<file path="src/lcdws_pkg.sv">
// shared types, codes and constant tables of the character lcd write sequencer
// used by the front, queue, back and top files; no dependencies of its own
package lcdws_pkg;

   // request function codes
   localparam logic [2:0] FUNC_INIT     = 3'd0;
   localparam logic [2:0] FUNC_COMMAND  = 3'd1;
   localparam logic [2:0] FUNC_DATA     = 3'd2;
   localparam logic [2:0] FUNC_POSITION = 3'd3;
   localparam logic [2:0] FUNC_NUMBER   = 3'd4;

   // register indexes of the csr port
   localparam int unsigned CSR_INDEX_W = 3;
   localparam int unsigned CSR_DATA_W  = 16;
   localparam logic [CSR_INDEX_W-1:0] CSR_BUS_IS_8BIT      = 3'd0;
   localparam logic [CSR_INDEX_W-1:0] CSR_ENABLE_PULSE_US  = 3'd1;
   localparam logic [CSR_INDEX_W-1:0] CSR_BYTE_WAIT_US     = 3'd2;
   localparam logic [CSR_INDEX_W-1:0] CSR_POWER_UP_WAIT_US = 3'd3;
   localparam logic [CSR_INDEX_W-1:0] CSR_INIT_GAP_US      = 3'd4;
   localparam logic [CSR_INDEX_W-1:0] CSR_CLEAR_GAP_US     = 3'd5;

   // register reset values
   localparam logic        RST_BUS_IS_8BIT      = 1'b0;
   localparam logic [15:0] RST_ENABLE_PULSE_US  = 16'd2;
   localparam logic [15:0] RST_BYTE_WAIT_US     = 16'd2000;
   localparam logic [15:0] RST_POWER_UP_WAIT_US = 16'd40000;
   localparam logic [15:0] RST_INIT_GAP_US      = 16'd40;
   localparam logic [15:0] RST_CLEAR_GAP_US     = 16'd2000;

   // lcd command bytes and character codes
   localparam logic [7:0] CMD_FUNCTION_SET = 8'h38;
   localparam logic [7:0] CMD_DISPLAY_ON   = 8'h0E;
   localparam logic [7:0] CMD_CLEAR        = 8'h01;
   localparam logic [7:0] CMD_ENTRY_MODE   = 8'h06;
   localparam logic [7:0] ADDR_LINE0       = 8'h80;
   localparam logic [7:0] ADDR_LINE1       = 8'hC0;
   localparam logic [7:0] NIBBLE_MASK      = 8'h0F;
   localparam logic [7:0] CHAR_ZERO        = 8'h30;

   // init walks eight jobs, number walks ten decimal places from the top
   localparam logic [2:0] INIT_LAST_STEP = 3'd7;
   localparam logic [3:0] DIGIT_TOP      = 4'd9;
   localparam logic [1:0] TRIAL_LAST     = 2'd3;

   typedef enum logic [1:0] {
      JOB_BYTE,
      JOB_WAIT,
      JOB_GAP
   } job_op_type;

   typedef enum logic [1:0] {
      HOLD_POWER,
      HOLD_INIT,
      HOLD_CLEAR
   } hold_sel_type;

   typedef enum logic [1:0] {
      FRONT_IDLE,
      FRONT_SINGLE,
      FRONT_INIT,
      FRONT_NUMBER
   } front_state_type;

   typedef enum logic {
      BACK_IDLE,
      BACK_RUN
   } back_state_type;

   // one queued unit of work for the back end
   typedef struct packed {
      job_op_type   op;
      logic [7:0]   value;
      logic         rs;
      hold_sel_type hold_sel;
      logic         last;
   } job_type;

   // register file contents seen by the back end
   typedef struct packed {
      logic        bus_is_8bit;
      logic [15:0] enable_pulse_us;
      logic [15:0] byte_wait_us;
      logic [15:0] power_up_wait_us;
      logic [15:0] init_gap_us;
      logic [15:0] clear_gap_us;
   } cfg_type;

   // job list of the power-up sequence
   function automatic job_type init_job(input logic [2:0] step);
      job_type j;
      j = '{op: JOB_BYTE, value: 8'h00, rs: 1'b0, hold_sel: HOLD_POWER, last: 1'b0};
      case (step)
         3'd0: begin
            j.op = JOB_WAIT;
         end
         3'd1: begin
            j.value = CMD_FUNCTION_SET;
         end
         3'd2: begin
            j.op = JOB_GAP;
            j.hold_sel = HOLD_INIT;
         end
         3'd3: begin
            j.value = CMD_DISPLAY_ON;
         end
         3'd4: begin
            j.op = JOB_GAP;
            j.hold_sel = HOLD_INIT;
         end
         3'd5: begin
            j.value = CMD_CLEAR;
         end
         3'd6: begin
            j.op = JOB_GAP;
            j.hold_sel = HOLD_CLEAR;
         end
         default: begin
            j.value = CMD_ENTRY_MODE;
            j.last = 1'b1;
         end
      endcase
      return j;
   endfunction

   // trial weight of a decimal place: 10^k scaled by 8, 4, 2 or 1
   function automatic logic [33:0] dec_weight(input logic [3:0] k, input logic [1:0] j);
      logic [33:0] p;
      case (k)
         4'd0:    p = 34'd1;
         4'd1:    p = 34'd10;
         4'd2:    p = 34'd100;
         4'd3:    p = 34'd1000;
         4'd4:    p = 34'd10000;
         4'd5:    p = 34'd100000;
         4'd6:    p = 34'd1000000;
         4'd7:    p = 34'd10000000;
         4'd8:    p = 34'd100000000;
         4'd9:    p = 34'd1000000000;
         default: p = 34'd0;
      endcase
      return p << (TRIAL_LAST - j);
   endfunction

endpackage

</file>
<file path="src/lcdws_req_if.sv">
// request channel of the lcd write sequencer: valid, ready and request fields
// no dependencies
interface lcdws_req_if;
   logic        valid;
   logic        ready;
   logic [2:0]  func;
   logic [7:0]  byte_value;
   logic        line;
   logic [5:0]  column;
   logic [31:0] number;

   modport source (output valid, func, byte_value, line, column, number, input ready);
   modport sink   (input valid, func, byte_value, line, column, number, output ready);
endinterface

</file>
<file path="src/lcdws_rsp_if.sv">
// phase channel of the lcd write sequencer: valid, ready and pin phase fields
// no dependencies
interface lcdws_rsp_if;
   logic        valid;
   logic        ready;
   logic [7:0]  data_bus;
   logic        register_select;
   logic        enable;
   logic [15:0] hold_us;
   logic        last;

   modport source (output valid, data_bus, register_select, enable, hold_us, last, input ready);
   modport sink   (input valid, data_bus, register_select, enable, hold_us, last, output ready);
endinterface

</file>
<file path="src/lcdws_front.sv">
// front end: accepts requests and breaks them into byte, wait and gap jobs
// depends on lcdws_pkg and lcdws_req_if
module lcdws_front (
   input  logic                clock,
   input  logic                reset,
   lcdws_req_if.sink           req,
   output logic                push_valid,
   output lcdws_pkg::job_type  push_job,
   input  logic                push_ready
);

   lcdws_pkg::front_state_type state_ff, state_in;
   logic [2:0]         step_ff, step_in;
   logic [3:0]         k_ff, k_in;
   logic [1:0]         sub_ff, sub_in;
   logic [31:0]        rem_ff, rem_in;
   logic [3:0]         digit_ff, digit_in;
   logic               started_ff, started_in;
   lcdws_pkg::job_type single_ff, single_in;

   logic [33:0]        trial_weight;
   logic               fits;
   logic [31:0]        rem_next;
   logic [3:0]         digit_total;
   logic               emit;
   lcdws_pkg::job_type digit_job;
   logic [7:0]         pos_addr;

   // one restoring trial subtraction per cycle, held while a digit waits on a full queue; weights 8, 4, 2, 1 of 10^k
   always_comb begin
      trial_weight = lcdws_pkg::dec_weight(k_ff, sub_ff);
      fits         = {2'b00, rem_ff} >= trial_weight;
      rem_next     = fits ? (rem_ff - trial_weight[31:0]) : rem_ff;
      digit_total  = digit_ff | (fits ? (4'b1000 >> sub_ff) : 4'b0000);
      emit         = (sub_ff == lcdws_pkg::TRIAL_LAST) &&
                     ((digit_total != 4'd0) || started_ff || (k_ff == 4'd0));
      digit_job    = '{op: lcdws_pkg::JOB_BYTE,
                       value: lcdws_pkg::CHAR_ZERO + {4'b0000, digit_total},
                       rs: 1'b1, hold_sel: lcdws_pkg::HOLD_POWER,
                       last: (k_ff == 4'd0)};
      pos_addr     = (req.line ? lcdws_pkg::ADDR_LINE1 : lcdws_pkg::ADDR_LINE0) +
                     {2'b00, req.column};
   end

   // request classification and job sequencing
   always_comb begin
      state_in   = state_ff;
      step_in    = step_ff;
      k_in       = k_ff;
      sub_in     = sub_ff;
      rem_in     = rem_ff;
      digit_in   = digit_ff;
      started_in = started_ff;
      single_in  = single_ff;
      req.ready  = 1'b0;
      push_valid = 1'b0;
      push_job   = single_ff;
      case (state_ff)
         lcdws_pkg::FRONT_IDLE: begin
            req.ready = 1'b1;
            if (req.valid) begin
               case (req.func)
                  lcdws_pkg::FUNC_INIT: begin
                     step_in  = 3'd0;
                     state_in = lcdws_pkg::FRONT_INIT;
                  end
                  lcdws_pkg::FUNC_COMMAND, lcdws_pkg::FUNC_DATA: begin
                     single_in = '{op: lcdws_pkg::JOB_BYTE, value: req.byte_value,
                                   rs: (req.func == lcdws_pkg::FUNC_DATA),
                                   hold_sel: lcdws_pkg::HOLD_POWER, last: 1'b1};
                     state_in  = lcdws_pkg::FRONT_SINGLE;
                  end
                  lcdws_pkg::FUNC_POSITION: begin
                     single_in = '{op: lcdws_pkg::JOB_BYTE, value: pos_addr, rs: 1'b0,
                                   hold_sel: lcdws_pkg::HOLD_POWER, last: 1'b1};
                     state_in  = lcdws_pkg::FRONT_SINGLE;
                  end
                  lcdws_pkg::FUNC_NUMBER: begin
                     rem_in     = req.number;
                     k_in       = lcdws_pkg::DIGIT_TOP;
                     sub_in     = 2'd0;
                     digit_in   = 4'd0;
                     started_in = 1'b0;
                     state_in   = lcdws_pkg::FRONT_NUMBER;
                  end
                  default: begin
                     // unknown function codes are dropped
                     state_in = lcdws_pkg::FRONT_IDLE;
                  end
               endcase
            end
         end
         lcdws_pkg::FRONT_SINGLE: begin
            push_valid = 1'b1;
            push_job   = single_ff;
            if (push_ready) begin
               state_in = lcdws_pkg::FRONT_IDLE;
            end
         end
         lcdws_pkg::FRONT_INIT: begin
            push_valid = 1'b1;
            push_job   = lcdws_pkg::init_job(step_ff);
            if (push_ready) begin
               if (step_ff == lcdws_pkg::INIT_LAST_STEP) begin
                  state_in = lcdws_pkg::FRONT_IDLE;
               end else begin
                  step_in = step_ff + 3'd1;
               end
            end
         end
         lcdws_pkg::FRONT_NUMBER: begin
            push_job = digit_job;
            if (sub_ff != lcdws_pkg::TRIAL_LAST) begin
               rem_in   = rem_next;
               digit_in = digit_total;
               sub_in   = sub_ff + 2'd1;
            end else begin
               // leading zeros are skipped, the units place always goes out
               push_valid = emit;
               if (!emit || push_ready) begin
                  rem_in     = rem_next;
                  digit_in   = 4'd0;
                  sub_in     = 2'd0;
                  started_in = started_ff | emit;
                  if (k_ff == 4'd0) begin
                     state_in = lcdws_pkg::FRONT_IDLE;
                  end else begin
                     k_in = k_ff - 4'd1;
                  end
               end
            end
         end
         default: begin
            state_in = lcdws_pkg::FRONT_IDLE;
         end
      endcase
   end

   // state register
   always_ff @(posedge clock) begin
      if (reset) begin
         state_ff <= lcdws_pkg::FRONT_IDLE;
      end else begin
         state_ff <= state_in;
      end
   end

   // working registers
   always_ff @(posedge clock) begin
      step_ff    <= step_in;
      k_ff       <= k_in;
      sub_ff     <= sub_in;
      rem_ff     <= rem_in;
      digit_ff   <= digit_in;
      started_ff <= started_in;
      single_ff  <= single_in;
   end

   // a finished decimal digit never exceeds nine
   assert property (@(posedge clock) disable iff (reset)
      (state_ff == lcdws_pkg::FRONT_NUMBER) && (sub_ff == lcdws_pkg::TRIAL_LAST)
      |-> (digit_total <= 4'd9))
      else $error("decimal digit out of range");

endmodule

</file>
<file path="src/lcdws_queue.sv">
// short job queue between front and back ends, held in flip-flops
// depends on lcdws_pkg
module lcdws_queue #(
   parameter int unsigned DEPTH = 4
) (
   input  logic               clock,
   input  logic               reset,
   input  logic               push_valid,
   input  lcdws_pkg::job_type push_job,
   output logic               push_ready,
   output logic               pop_valid,
   output lcdws_pkg::job_type pop_job,
   input  logic               pop_ready
);

   localparam int unsigned PTR_W = $clog2(DEPTH);
   localparam int unsigned CNT_W = $clog2(DEPTH + 1);
   localparam logic [PTR_W-1:0] PTR_LAST = PTR_W'(DEPTH - 1);
   localparam logic [CNT_W-1:0] CNT_FULL = CNT_W'(DEPTH);

   lcdws_pkg::job_type entries_ff [DEPTH];
   logic [PTR_W-1:0]   wr_ptr_ff, wr_ptr_in;
   logic [PTR_W-1:0]   rd_ptr_ff, rd_ptr_in;
   logic [CNT_W-1:0]   count_ff, count_in;
   logic               do_push, do_pop;

   // pointer and fill count update
   always_comb begin
      push_ready = (count_ff != CNT_FULL);
      pop_valid  = (count_ff != '0);
      pop_job    = entries_ff[rd_ptr_ff];
      do_push    = push_valid && push_ready;
      do_pop     = pop_valid && pop_ready;
      wr_ptr_in  = wr_ptr_ff;
      rd_ptr_in  = rd_ptr_ff;
      count_in   = count_ff;
      if (do_push) begin
         wr_ptr_in = (wr_ptr_ff == PTR_LAST) ? '0 : wr_ptr_ff + PTR_W'(1);
      end
      if (do_pop) begin
         rd_ptr_in = (rd_ptr_ff == PTR_LAST) ? '0 : rd_ptr_ff + PTR_W'(1);
      end
      if (do_push && !do_pop) begin
         count_in = count_ff + CNT_W'(1);
      end else if (do_pop && !do_push) begin
         count_in = count_ff - CNT_W'(1);
      end
   end

   always_ff @(posedge clock) begin
      if (reset) begin
         wr_ptr_ff <= '0;
         rd_ptr_ff <= '0;
         count_ff  <= '0;
      end else begin
         wr_ptr_ff <= wr_ptr_in;
         rd_ptr_ff <= rd_ptr_in;
         count_ff  <= count_in;
      end
   end

   // entry storage
   always_ff @(posedge clock) begin
      if (do_push) begin
         entries_ff[wr_ptr_ff] <= push_job;
      end
   end

   assert property (@(posedge clock) disable iff (reset) count_ff <= CNT_FULL)
      else $error("queue fill count past depth");

   assert property (@(posedge clock) disable iff (reset)
      (count_ff == '0) |-> (wr_ptr_ff == rd_ptr_ff))
      else $error("queue empty with pointers apart");

endmodule

</file>
<file path="src/lcdws_back.sv">
// back end: turns queued jobs into timed pin phases behind an output register
// depends on lcdws_pkg and lcdws_rsp_if
module lcdws_back (
   input  logic               clock,
   input  logic               reset,
   input  lcdws_pkg::cfg_type cfg,
   input  logic               pop_valid,
   input  lcdws_pkg::job_type pop_job,
   output logic               pop_ready,
   lcdws_rsp_if.source        rsp
);

   lcdws_pkg::back_state_type state_ff, state_in;
   lcdws_pkg::job_type job_ff, job_in;
   logic [1:0]         phase_ff, phase_in;
   logic [7:0]         last_bus_ff, last_bus_in;
   logic               last_rs_ff, last_rs_in;
   logic               out_valid_ff, out_valid_in;
   logic [7:0]         out_bus_ff, out_bus_in;
   logic               out_rs_ff, out_rs_in;
   logic               out_en_ff, out_en_in;
   logic [15:0]        out_hold_ff, out_hold_in;
   logic               out_last_ff, out_last_in;

   logic [7:0]         ph_bus;
   logic               ph_rs;
   logic               ph_en;
   logic [15:0]        ph_hold;
   logic               ph_final;
   logic [15:0]        sel_hold;
   logic               slot_free;

   // pin phase of the current job
   always_comb begin
      case (job_ff.hold_sel)
         lcdws_pkg::HOLD_INIT:  sel_hold = cfg.init_gap_us;
         lcdws_pkg::HOLD_CLEAR: sel_hold = cfg.clear_gap_us;
         default:               sel_hold = cfg.power_up_wait_us;
      endcase
      ph_bus   = 8'h00;
      ph_rs    = 1'b0;
      ph_en    = 1'b0;
      ph_hold  = sel_hold;
      ph_final = 1'b1;
      case (job_ff.op)
         lcdws_pkg::JOB_BYTE: begin
            ph_rs = job_ff.rs;
            if (cfg.bus_is_8bit) begin
               ph_bus   = job_ff.value;
               ph_en    = (phase_ff == 2'd0);
               ph_hold  = ph_en ? cfg.enable_pulse_us : cfg.byte_wait_us;
               ph_final = (phase_ff == 2'd1);
            end else begin
               // high nibble pulse, then low nibble pulse
               ph_bus   = phase_ff[1] ? (job_ff.value & lcdws_pkg::NIBBLE_MASK)
                                      : {4'b0000, job_ff.value[7:4]};
               ph_en    = !phase_ff[0];
               ph_hold  = phase_ff[0] ? (phase_ff[1] ? cfg.byte_wait_us : 16'd0)
                                      : cfg.enable_pulse_us;
               ph_final = (phase_ff == 2'd3);
            end
         end
         lcdws_pkg::JOB_WAIT: begin
            ph_bus = 8'h00;
            ph_rs  = 1'b0;
         end
         lcdws_pkg::JOB_GAP: begin
            // gap repeats the bus and rs of the phase before it
            ph_bus = last_bus_ff;
            ph_rs  = last_rs_ff;
         end
         default: begin
            ph_final = 1'b1;
         end
      endcase
   end

   // job fetch and phase stepping
   always_comb begin
      slot_free    = !out_valid_ff || rsp.ready;
      state_in     = state_ff;
      job_in       = job_ff;
      phase_in     = phase_ff;
      last_bus_in  = last_bus_ff;
      last_rs_in   = last_rs_ff;
      out_valid_in = out_valid_ff && !rsp.ready;
      out_bus_in   = out_bus_ff;
      out_rs_in    = out_rs_ff;
      out_en_in    = out_en_ff;
      out_hold_in  = out_hold_ff;
      out_last_in  = out_last_ff;
      pop_ready    = 1'b0;
      case (state_ff)
         lcdws_pkg::BACK_IDLE: begin
            pop_ready = 1'b1;
            if (pop_valid) begin
               job_in   = pop_job;
               phase_in = 2'd0;
               state_in = lcdws_pkg::BACK_RUN;
            end
         end
         lcdws_pkg::BACK_RUN: begin
            if (slot_free) begin
               out_valid_in = 1'b1;
               out_bus_in   = ph_bus;
               out_rs_in    = ph_rs;
               out_en_in    = ph_en;
               out_hold_in  = ph_hold;
               out_last_in  = ph_final && job_ff.last;
               last_bus_in  = ph_bus;
               last_rs_in   = ph_rs;
               if (ph_final) begin
                  state_in = lcdws_pkg::BACK_IDLE;
               end else begin
                  phase_in = phase_ff + 2'd1;
               end
            end
         end
         default: begin
            state_in = lcdws_pkg::BACK_IDLE;
         end
      endcase
   end

   always_ff @(posedge clock) begin
      if (reset) begin
         state_ff     <= lcdws_pkg::BACK_IDLE;
         out_valid_ff <= 1'b0;
      end else begin
         state_ff     <= state_in;
         out_valid_ff <= out_valid_in;
      end
   end

   // job and output payload registers
   always_ff @(posedge clock) begin
      job_ff      <= job_in;
      phase_ff    <= phase_in;
      last_bus_ff <= last_bus_in;
      last_rs_ff  <= last_rs_in;
      out_bus_ff  <= out_bus_in;
      out_rs_ff   <= out_rs_in;
      out_en_ff   <= out_en_in;
      out_hold_ff <= out_hold_in;
      out_last_ff <= out_last_in;
   end

   assign rsp.valid           = out_valid_ff;
   assign rsp.data_bus        = out_bus_ff;
   assign rsp.register_select = out_rs_ff;
   assign rsp.enable          = out_en_ff;
   assign rsp.hold_us         = out_hold_ff;
   assign rsp.last            = out_last_ff;

   // a newly valid phase is only loaded while the back end runs a job
   assert property (@(posedge clock) disable iff (reset)
      $rose(out_valid_ff) |-> $past(state_ff == lcdws_pkg::BACK_RUN))
      else $error("phase loaded without an active job");

endmodule

</file>
<file path="src/char_lcd_write_sequencer_core.sv">
// top level of the character lcd write sequencer: csr registers, front, queue, back
// depends on lcdws_pkg, lcdws_req_if, lcdws_rsp_if and the lcdws_* modules
//
//   channel  direction  transfer rule             carries
//   req_if   in         valid & ready at clock    func, byte_value, line, column, number
//   rsp_if   out        valid & ready at clock    data_bus, register_select, enable,
//                                                 hold_us, last
//   csr_*    in         csr_write_enable at clock csr_index, csr_write_data
//
// back end: fetches a job, then puts out one phase a cycle while rsp_if is ready;
// a byte is 2 phases on the 8-bit bus or 4 on the 4-bit bus, init 12 or 20 phases
// front end: takes a request, then breaks it into jobs; a number takes four trial
// subtractions per place; a request is taken only while the front end is idle; a full
// queue stalls the front end, a stalled rsp_if stalls the back end; reset clears
// control state and loads the csr registers with their reset values
module char_lcd_write_sequencer_core #(
   parameter int unsigned QUEUE_DEPTH = 4
) (
   input  logic                              clock,
   input  logic                              reset,
   lcdws_req_if.sink                         req_if,
   lcdws_rsp_if.source                       rsp_if,
   input  logic                              csr_write_enable,
   input  logic [lcdws_pkg::CSR_INDEX_W-1:0] csr_index,
   input  logic [lcdws_pkg::CSR_DATA_W-1:0]  csr_write_data
);

   lcdws_pkg::cfg_type cfg_ff, cfg_in;
   logic               push_valid, push_ready;
   lcdws_pkg::job_type push_job;
   logic               pop_valid, pop_ready;
   lcdws_pkg::job_type pop_job;

   // register writes, unknown indexes ignored
   always_comb begin
      cfg_in = cfg_ff;
      if (csr_write_enable) begin
         case (csr_index)
            lcdws_pkg::CSR_BUS_IS_8BIT:      cfg_in.bus_is_8bit      = csr_write_data[0];
            lcdws_pkg::CSR_ENABLE_PULSE_US:  cfg_in.enable_pulse_us  = csr_write_data;
            lcdws_pkg::CSR_BYTE_WAIT_US:     cfg_in.byte_wait_us     = csr_write_data;
            lcdws_pkg::CSR_POWER_UP_WAIT_US: cfg_in.power_up_wait_us = csr_write_data;
            lcdws_pkg::CSR_INIT_GAP_US:      cfg_in.init_gap_us      = csr_write_data;
            lcdws_pkg::CSR_CLEAR_GAP_US:     cfg_in.clear_gap_us     = csr_write_data;
            default:                         cfg_in = cfg_ff;
         endcase
      end
   end

   always_ff @(posedge clock) begin
      if (reset) begin
         cfg_ff.bus_is_8bit      <= lcdws_pkg::RST_BUS_IS_8BIT;
         cfg_ff.enable_pulse_us  <= lcdws_pkg::RST_ENABLE_PULSE_US;
         cfg_ff.byte_wait_us     <= lcdws_pkg::RST_BYTE_WAIT_US;
         cfg_ff.power_up_wait_us <= lcdws_pkg::RST_POWER_UP_WAIT_US;
         cfg_ff.init_gap_us      <= lcdws_pkg::RST_INIT_GAP_US;
         cfg_ff.clear_gap_us     <= lcdws_pkg::RST_CLEAR_GAP_US;
      end else begin
         cfg_ff <= cfg_in;
      end
   end

   // request classification
   lcdws_front u_front (
      .clock      (clock),
      .reset      (reset),
      .req        (req_if),
      .push_valid (push_valid),
      .push_job   (push_job),
      .push_ready (push_ready)
   );

   // job queue
   lcdws_queue #(
      .DEPTH (QUEUE_DEPTH)
   ) u_queue (
      .clock      (clock),
      .reset      (reset),
      .push_valid (push_valid),
      .push_job   (push_job),
      .push_ready (push_ready),
      .pop_valid  (pop_valid),
      .pop_job    (pop_job),
      .pop_ready  (pop_ready)
   );

   // phase generation
   lcdws_back u_back (
      .clock     (clock),
      .reset     (reset),
      .cfg       (cfg_ff),
      .pop_valid (pop_valid),
      .pop_job   (pop_job),
      .pop_ready (pop_ready),
      .rsp       (rsp_if)
   );

endmodule
</file>
<file path="src/flat_wrapper.sv">
// flat-port wrapper written by rule: the top's interface ports become plain ports
module char_lcd_write_sequencer_core_flat 
#(
   parameter int unsigned QUEUE_DEPTH = 4
)
  (clock, reset, csr_write_enable, csr_index, csr_write_data, req_if_valid, req_if_func, req_if_byte_value, req_if_line, req_if_column, req_if_number, req_if_ready, rsp_if_valid, rsp_if_data_bus, rsp_if_register_select, rsp_if_enable, rsp_if_hold_us, rsp_if_last, rsp_if_ready);
  lcdws_req_if req_if_i ();
  lcdws_rsp_if rsp_if_i ();
  input  logic clock;
  input  logic reset;
  input  logic csr_write_enable;
  input  logic [lcdws_pkg::CSR_INDEX_W-1:0] csr_index;
  input  logic [lcdws_pkg::CSR_DATA_W-1:0] csr_write_data;
  input wire logic [$bits(req_if_i.valid)-1:0] req_if_valid;
  input wire logic [$bits(req_if_i.func)-1:0] req_if_func;
  input wire logic [$bits(req_if_i.byte_value)-1:0] req_if_byte_value;
  input wire logic [$bits(req_if_i.line)-1:0] req_if_line;
  input wire logic [$bits(req_if_i.column)-1:0] req_if_column;
  input wire logic [$bits(req_if_i.number)-1:0] req_if_number;
  output wire logic [$bits(req_if_i.ready)-1:0] req_if_ready;
  output wire logic [$bits(rsp_if_i.valid)-1:0] rsp_if_valid;
  output wire logic [$bits(rsp_if_i.data_bus)-1:0] rsp_if_data_bus;
  output wire logic [$bits(rsp_if_i.register_select)-1:0] rsp_if_register_select;
  output wire logic [$bits(rsp_if_i.enable)-1:0] rsp_if_enable;
  output wire logic [$bits(rsp_if_i.hold_us)-1:0] rsp_if_hold_us;
  output wire logic [$bits(rsp_if_i.last)-1:0] rsp_if_last;
  input wire logic [$bits(rsp_if_i.ready)-1:0] rsp_if_ready;
  assign req_if_i.valid = req_if_valid;
  assign req_if_i.func = req_if_func;
  assign req_if_i.byte_value = req_if_byte_value;
  assign req_if_i.line = req_if_line;
  assign req_if_i.column = req_if_column;
  assign req_if_i.number = req_if_number;
  assign req_if_ready = req_if_i.ready;
  assign rsp_if_valid = rsp_if_i.valid;
  assign rsp_if_data_bus = rsp_if_i.data_bus;
  assign rsp_if_register_select = rsp_if_i.register_select;
  assign rsp_if_enable = rsp_if_i.enable;
  assign rsp_if_hold_us = rsp_if_i.hold_us;
  assign rsp_if_last = rsp_if_i.last;
  assign rsp_if_i.ready = rsp_if_ready;
  char_lcd_write_sequencer_core #(.QUEUE_DEPTH(QUEUE_DEPTH)) u_core (.clock(clock), .reset(reset), .req_if(req_if_i), .rsp_if(rsp_if_i), .csr_write_enable(csr_write_enable), .csr_index(csr_index), .csr_write_data(csr_write_data));
endmodule
</file>
<file path="config.mk">
export PLATFORM = sky130hd
export DESIGN_NAME = char_lcd_write_sequencer_core_flat
export DESIGN_NICKNAME = d
export VERILOG_FILES = /design/src/lcdws_pkg.sv /design/src/lcdws_req_if.sv /design/src/lcdws_rsp_if.sv /design/src/lcdws_front.sv /design/src/lcdws_queue.sv /design/src/lcdws_back.sv /design/src/char_lcd_write_sequencer_core.sv /design/src/flat_wrapper.sv
export SDC_FILE = /design/constraint.sdc
export NUM_CORES = 1
export LEC_CHECK = 0
export ABC_AREA = 1
export ABC_CLOCK_PERIOD_IN_PS = 4450
export BUFFER_PORTS_ARGS = -buffer_cell sky130_fd_sc_hd__buf_2
export CORE_MARGIN = 3
export CORE_UTILIZATION = 55
export DETAILED_ROUTE_END_ITERATION = 10
export PLACE_DENSITY = 0.78
export SYNTH_ARGS = -nofsm -noshare
export SYNTH_HDL_FRONTEND = slang
export SYNTH_SLANG_ARGS = --single-unit
</file>
<file path="constraint.sdc">
create_clock -name clock -period 4.45 [get_ports clock]
set_input_delay 1.1125 -clock clock [delete_from_list [all_inputs] [get_ports clock]]
set_output_delay 1.1125 -clock clock [all_outputs]
set_load 0.02 [all_outputs]
</file>
After elaboration in Yosys (flattened, before gate mapping) --
Memory sizes are Yosys's and may differ from the RTL's. A register that Yosys moved wholly into a read port is not among the register bits. Index checks and enable logic that the tools add are counted.
Word-level totals: bits in registers 181, memory bits (writable) 56, ROM bits 480, bits of input ports 74, output and inout port bits 29, logic and storage cells 230, memories 2
Cells by class: add/sub/neg operators 12, order comparisons 1, equal/unequal tests 44, shift operators 2, muxes and demuxes 83, bitwise operators 4, reductions and logical operators 53
Memory list:
- (no name shown) | words 16, bits a word 30, rd ports 1, clocked after memory_dff 1, wr ports 0, line lcdws_pkg.sv:128 | case (k)
- u_core.u_queue.entries_ff | words 4, bits a word 14, rd ports 1, clocked after memory_dff 1, wr ports 1, line lcdws_queue.sv:21 | lcdws_pkg::job_type entries_ff [DEPTH];
Operator list (number):
- 2-to-1 mux 32 bit | 5
- 2-to-1 mux 16 bit | 5
- one-hot mux 32 bit (2 select lines) | 1
- one-hot mux 14 bit (2 select lines) | 2
- 2-to-1 mux 4 bit | 12
- greater-or-equal comparator 32 x 34 -> 1 bit | 1
- left shift 34 x 2 -> 34 bit | 1
- 2-to-1 mux 2 bit | 16
- one-hot mux 16 bit (2 select lines) | 1
- subtractor 32 bit | 1
- one-hot mux 6 bit (4 select lines) | 1
- != test 2 bit (second input constant) | 11
- == test 3 bit (second input constant) | 7
- == test 3 x 2 -> 1 bit (second input constant) | 6
- 2-to-1 mux 1 bit | 18
- 2-to-1 mux 3 bit | 6
- == test 2 bit (second input constant) | 8
- one-hot mux 2 bit (2 select lines) | 4
- one-hot mux 4 bit (2 select lines) | 2
- one-hot mux 8 bit (2 select lines) | 1
- AND reduction 2 bit | 8
- AND reduction 5 bit | 2
- == test 3 x 1 -> 1 bit (second input constant) | 3
- zero test 3 bit | 3
- 36 further kinds | 74

Longest topological paths before layout --
depth in word-level cells 16, depth in mapped cells 34, depth with buffers taken out 33

By module --
A second synthesis with hierarchy kept.
Unflattened totals: cells, all modules 1864, area, all modules 14878.0 um^2
Modules (own cells, without submodules):
- lcdws_front | instances 1, cells an instance 845, area an instance 6278.5 um^2, sequential area each 2152.1 um^2
- char_lcd_write_sequencer_core | instances 1, cells an instance 452, area an instance 3214.3 um^2, sequential area each 1621.6 um^2
- lcdws_back | instances 1, cells an instance 363, area an instance 2788.9 um^2, sequential area each 1331.3 um^2
- lcdws_queue | instances 1, cells an instance 204, area an instance 2596.2 um^2, sequential area each 1861.8 um^2

Worst setup path before layout --
Ideal clock, no wire load.
path kind reg-to-reg, start reg u_core.u_front.sub_ff[0], end reg u_core.u_front.rem_ff[0], enable pin, library setup time 441 ps, arrival 4413 ps, data required time 4009 ps, setup slack -403 ps, cell stages (with the launch flop) 21, buffers on the path 2, period minus slack after synthesis 4853 ps, cells stage by stage edfxtp_1 clkbuf_1 buf_1 nand2_1 nand3_1 o21ai_0 ha_1 a21o_1 nor2_2 nand3_2 nand2_2 nand2_4 nand2_4 nand2_4 nand2_1 nand2_1 nor2_1 nand3_2 nand3_4 nand2_1 a31oi_1
Between the ends: word-level cells in the longest chain between the ends 13, elaborated cells between the ends (all ways) 16, those cells by class add/sub: 1; order compare: 1; eq/ne: 3; shift: 2; mux: 1; bitwise: 1; reduce/logical: 7
RTL lines:
- start: declaration | line lcdws_front.sv:15 | logic [1:0] sub_ff, sub_in;
- start signal: assignment | line lcdws_front.sv:152 | sub_ff <= sub_in;
- subtractor 2 bit | line lcdws_pkg.sv:141 | return p << (TRIAL_LAST - j);
- left shift 34 x 2 -> 34 bit | line lcdws_pkg.sv:141
- greater-or-equal comparator 32 x 34 -> 1 bit | line lcdws_front.sv:32 | fits = {2'b00, rem_ff} >= trial_weight;
- 2-to-1 mux 4 bit | line lcdws_front.sv:34 | digit_total = digit_ff | (fits ? (4'b1000 >> sub_ff) : 4'b0000);
- bitwise OR 4 bit | line lcdws_front.sv:34
- nonzero test 4 bit | line lcdws_front.sv:36 | ((digit_total != 4'd0) || started_ff || (k_ff == 4'd0));
- logical OR 1 bit (2 in series) | line lcdws_front.sv:36
- logical AND 1 bit | line lcdws_front.sv:35 | emit = (sub_ff == lcdws_pkg::TRIAL_LAST) &&
- zero test 1 bit | line lcdws_front.sv:120 | if (!emit || push_ready) begin
- logical OR 1 bit | line lcdws_front.sv:120
- != test 3 bit (no source line) *
- AND reduction 4 bit (no source line) *
- end signal: assignment | line lcdws_front.sv:153 | rem_ff <= rem_in;
- end: declaration | line lcdws_front.sv:16 | logic [31:0] rem_ff, rem_in;
Mark *: on every way between the ends. The rest lies on a longest branch, timed or not. A chain may end at the register's enable or synchronous reset.

Final worst setup path --
start reg u_core.u_front.sub_ff[0], end reg u_core.u_queue.count_ff[1]
Between the ends: elaborated cells between the ends (all ways) 20, those cells by class add/sub: 1; order compare: 1; eq/ne: 2; shift: 2; mux: 4; bitwise: 1; reduce/logical: 9
RTL lines:
- subtractor 2 bit | line lcdws_pkg.sv:141
- left shift 34 x 2 -> 34 bit | line lcdws_pkg.sv:141
- greater-or-equal comparator 32 x 34 -> 1 bit | line lcdws_front.sv:32
- 2-to-1 mux 4 bit | line lcdws_front.sv:34
- bitwise OR 4 bit | line lcdws_front.sv:34
- nonzero test 4 bit | line lcdws_front.sv:36
- logical OR 1 bit (2 in series) | line lcdws_front.sv:36
- logical AND 1 bit | line lcdws_front.sv:35
- 2-to-1 mux 1 bit * | line lcdws_front.sv:113 | if (sub_ff != lcdws_pkg::TRIAL_LAST) begin
- one-hot mux 1 bit (2 select lines) * | line lcdws_front.sv:58 | case (state_ff)
- logical AND 1 bit * | line lcdws_queue.sv:32 | do_push = push_valid && push_ready;
- via u_core.u_queue.do_push | line lcdws_queue.sv:25 | logic do_push, do_pop;
- logical AND 1 bit * | line lcdws_queue.sv:43 | if (do_push && !do_pop) begin
- 2-to-1 mux 3 bit * | line lcdws_queue.sv:43
- via u_core.u_queue.count_in[1] | line lcdws_queue.sv:24 | logic [CNT_W-1:0] count_ff, count_in;
- end signal: assignment | line lcdws_queue.sv:58 | count_ff <= count_in;
- end: declaration | line lcdws_queue.sv:24
The timed path passes the listed nets; every way through them passes the cells marked *.

==> flow_summary.yaml <==
sta:
  finClkSkew_ns: 0.0105
  period_share_pct: 94.6
  max_slew_margin_pct: 34.7
  tightestPinTransition_ns: 0.978
  layout_min_cycle_time_ns: 4.21
  timing.final.max_slew_violations: 0
  max_freq_ghz: 0.238
  hold_viol_final: 0
  setup_violations: 0
critical_path:
  worst_path_most_repeated_cell: "nand2_1"
  reg2reg_depth: 28
  worstPathMaxFanout: 16
  critPathLaunchType: "flop"
  max_stage_delay_ns: 0.43
  crit_arrival_ns: 4.64
  crit_family: "simple AND/OR/NAND/NOR gates"
  cp.depth: 28
  crit_buf_inv: 6
  endpoint_kind: "flop"
  path_class: "flop to flop"
  critPathRequiredTime_ns: 4.88
  critPathSlowestCell: "fa_2"
route:
  drc: 0
  vias_per_cell: 5.65
  vias: 11500
  routed_wl_um: 33300
  drt_iter0_markers: 1186
  wl_per_cell_um: 16.4
  ant_nets: 0
  dr.pass1.iters: 6
final_layout:
  multi_input_area_sq_um: 5930
  n_antenna_cell: 0
  layout-drive-gt1-share_pct: 14.9
  final_cell_mix: "nand2_1, nor2_1, o21ai_0, edfxtp_1, inv_1"
  layout.cells.non_filler: 2029
  final_nets: 1828
  nFillCells: 1947
  area_growth_pct: 14.5
  final_common_cell: "nand2_1"
  regArea_sq_um: 6930
  stdcell_area_sq_um: 15500
floorplanning:
  die_area_sq_um: 26500
  start_util_pct: 56.8
  die_h_um: 163
  ioPinCount: 103
  row_count: 56
  core_area_sq_um: 23800
  die_x_um: 163
worst_hold_path:
  min_path_cells: 2
  min_path_type: "flop to flop"
clock_network:
  clock_latency_ns: 0.55
  clk_path_buf_depth: 3
  cts_tree: "done"
  htreeDepth: 1
  clock-sinks: 269
  cts_hold_repair.buffers: 0
  numCtsBuffers: 27
  cts_root_buffer: "clkbuf_16"
  clkTransAtPathRegs_ns: 0.06
placed_design:
  port_buffers: 102
  dp_hpwl_um: 22500
  place_inst: 1960
  placed_area_sq_um: 14400
  gp_congestion: 0.916
pwr:
  ir_worst_vdd_mv: 0.331
  p_per_area_nw_per_um2: 547
  leakage_nw: 6.64
  p_total_mw: 8.47
synthesis:
  post_synth_num_cell_types: 46
  syn-instance-count: 1581
  yosysWarnings: 0
  yosysSeqAreaShare_pct: 51.2
  syn_area_sq_um: 13500
  synth_area_per_cell_sq_um: 8.56
  ys_ff_latch: 269
  syn_nets: 1720
global_route:
  grt_max_degree: 65
  first_global_vias: 10600
  grt_pass1_wl_um: 52100
  grt.total_usage_pct: 24.1
  antenna_found_initial: 0
  gr-total-overflow: 0
flow_run:
  cap_violations: 0
run_status:
  outcome: "complete, no violations"
==> final timing paths <==
check / endpoint / slack, ns / from
worst max-delay path: u_core.u_queue.count_ff[1]$_SDFFE_PP0P_ / 0.24 / u_core.u_front.sub_ff[0]$_SDFFCE_PN0P_
worst max register to register: u_core.u_queue.count_ff[1]$_SDFFE_PP0P_ / 0.24 / u_core.u_front.sub_ff[0]$_SDFFCE_PN0P_
worst min register to register: u_core.cfg_ff[43]$_SDFFE_PP1P_ / 0.45 / u_core.cfg_ff[43]$_SDFFE_PP1P_
worst min-delay path: u_core.cfg_ff[43]$_SDFFE_PP1P_ / 0.45 / u_core.cfg_ff[43]$_SDFFE_PP1P_
==> area by class of cell <==
class	count	share of cell area, %
Sequential cell	269	44.7
Multi-Input combinational cell	1113	38.3
Clock buffer	42	5.26
Timing Repair Buffer	138	5.23
Inverter	138	3.38
Tap cell	319	2.58
Clock inverter	8	0.428
Timing Repair inverter	2	0.0969
==> flip-flops by register name (all words and copies together), names as in the netlist, 3 cells and up, named ones only <==
register	flops
u_core.u_front.single_ff	9
u_core.cfg_ff	81
u_core.u_queue.entries_ff	56
u_core.u_front.digit_ff	4
u_core.u_front.k_ff	4
u_core.u_back.job_ff	14
u_core.u_back.rsp.data_bus	8
u_core.u_front.step_ff	3
u_core.u_front.rem_ff	32
u_core.u_queue.count_ff	3
u_core.u_back.rsp.hold_us	16
==> kinds of logic (layout without fill, tap and decap cells) <==
group | after synthesis | after routing | share of synthesized area, %
DFF | 269 | 269 | 51.2
and+or+nand+nor | 673 | 673 | 20.6
buffers and inverters | 199 | 328 | 5.59
adders and majority gates | 65 | 65 | 6.12
AOI/OAI and AO/OA | 343 | 343 | 14.3
xor gates and xnor gates | 24 | 24 | 1.55
muxes | 8 | 8 | 0.657
==> worst register-to-register path, delay by kind of cell (launching register included) <==
kind / cells / cell delay (ns)
simple gates: 12 / 1.12
fa+ha+maj: 3 / 0.95
compound gates: 7 / 0.93
buf+inv: 6 / 0.72
flops: 1 / 0.37
==> Yosys cell counts, drive strengths merged <==
library cell    n  area share, %
nand2         333            9.7
nor2          251            7.0
o21ai         203            7.5
edfxtp        154             34
inv           136            3.8
dfxtp         115             17
nand3          72            3.1
a21oi          66            2.5
ha             63            5.8
clkbuf         57            1.6
a221oi         17            1.1
o221ai         17            1.1
o22ai          15           0.69
xor2           14           0.91
nor3           10           0.48
xnor2          10           0.65
a31oi           7           0.32
mux2            7           0.58
o21bai          5           0.28
buf             4           0.18
o21a            4           0.22
or2             4           0.18
a21o            3           0.17
a21boi          2           0.11
clkinv          2          0.056
fa              2           0.30
a2111oi         1          0.065
a211oi          1          0.056
a22o            1          0.065
and2            1          0.046
mux2i           1          0.074
nand4           1          0.046
nor4            1          0.046
o211ai          1          0.056
==> power by group <==
part	total [mW]	internal, mW	switching, mW	leakage (nW)
logic	2.84	0.895	1.95	3.84
clock network	2.24	1.27	0.968	0.439
registers	3.39	3.23	0.164	2.36
==> repair_timing <==
item / in CTS / in global routing
setup buffers: 0 / 16
hold endpoints to repair: 0 / 0
setup endpoints to repair: 0 / 20
gates resized for setup: 0 / 44
==> routing by layer <==
layer  GRT usage [%]  vias to the layer above  share of wire (%)
met5               0                        -                  0
met4            7.42                        0                2.9
met3            3.54                       86                8.0
met2            39.7                      521                 47
met1            33.0                     5293                 42
li1                -                     5565                  -
==> through the flow <==
stage / util, % / setup slack [ns] / setup TNS [ns] / hold slack [ns]
5_1_grt: 65.0 / -0.0345 / -0.0659 / 0.471
3_5_place_dp: 60.3 / 0.0749 / 0 / 0.439
4_1_cts: 64.0 / 0.0329 / 0 / 0.454
2_1_floorplan: - / 0.246 / 0 / 0.424
3_3_place_gp: 60.3 / 0.254 / 0 / 0.433
6_report: 65.0 / 0.242 / 0 / 0.454
No activity file was read; power rests on OpenSTA's default activity.
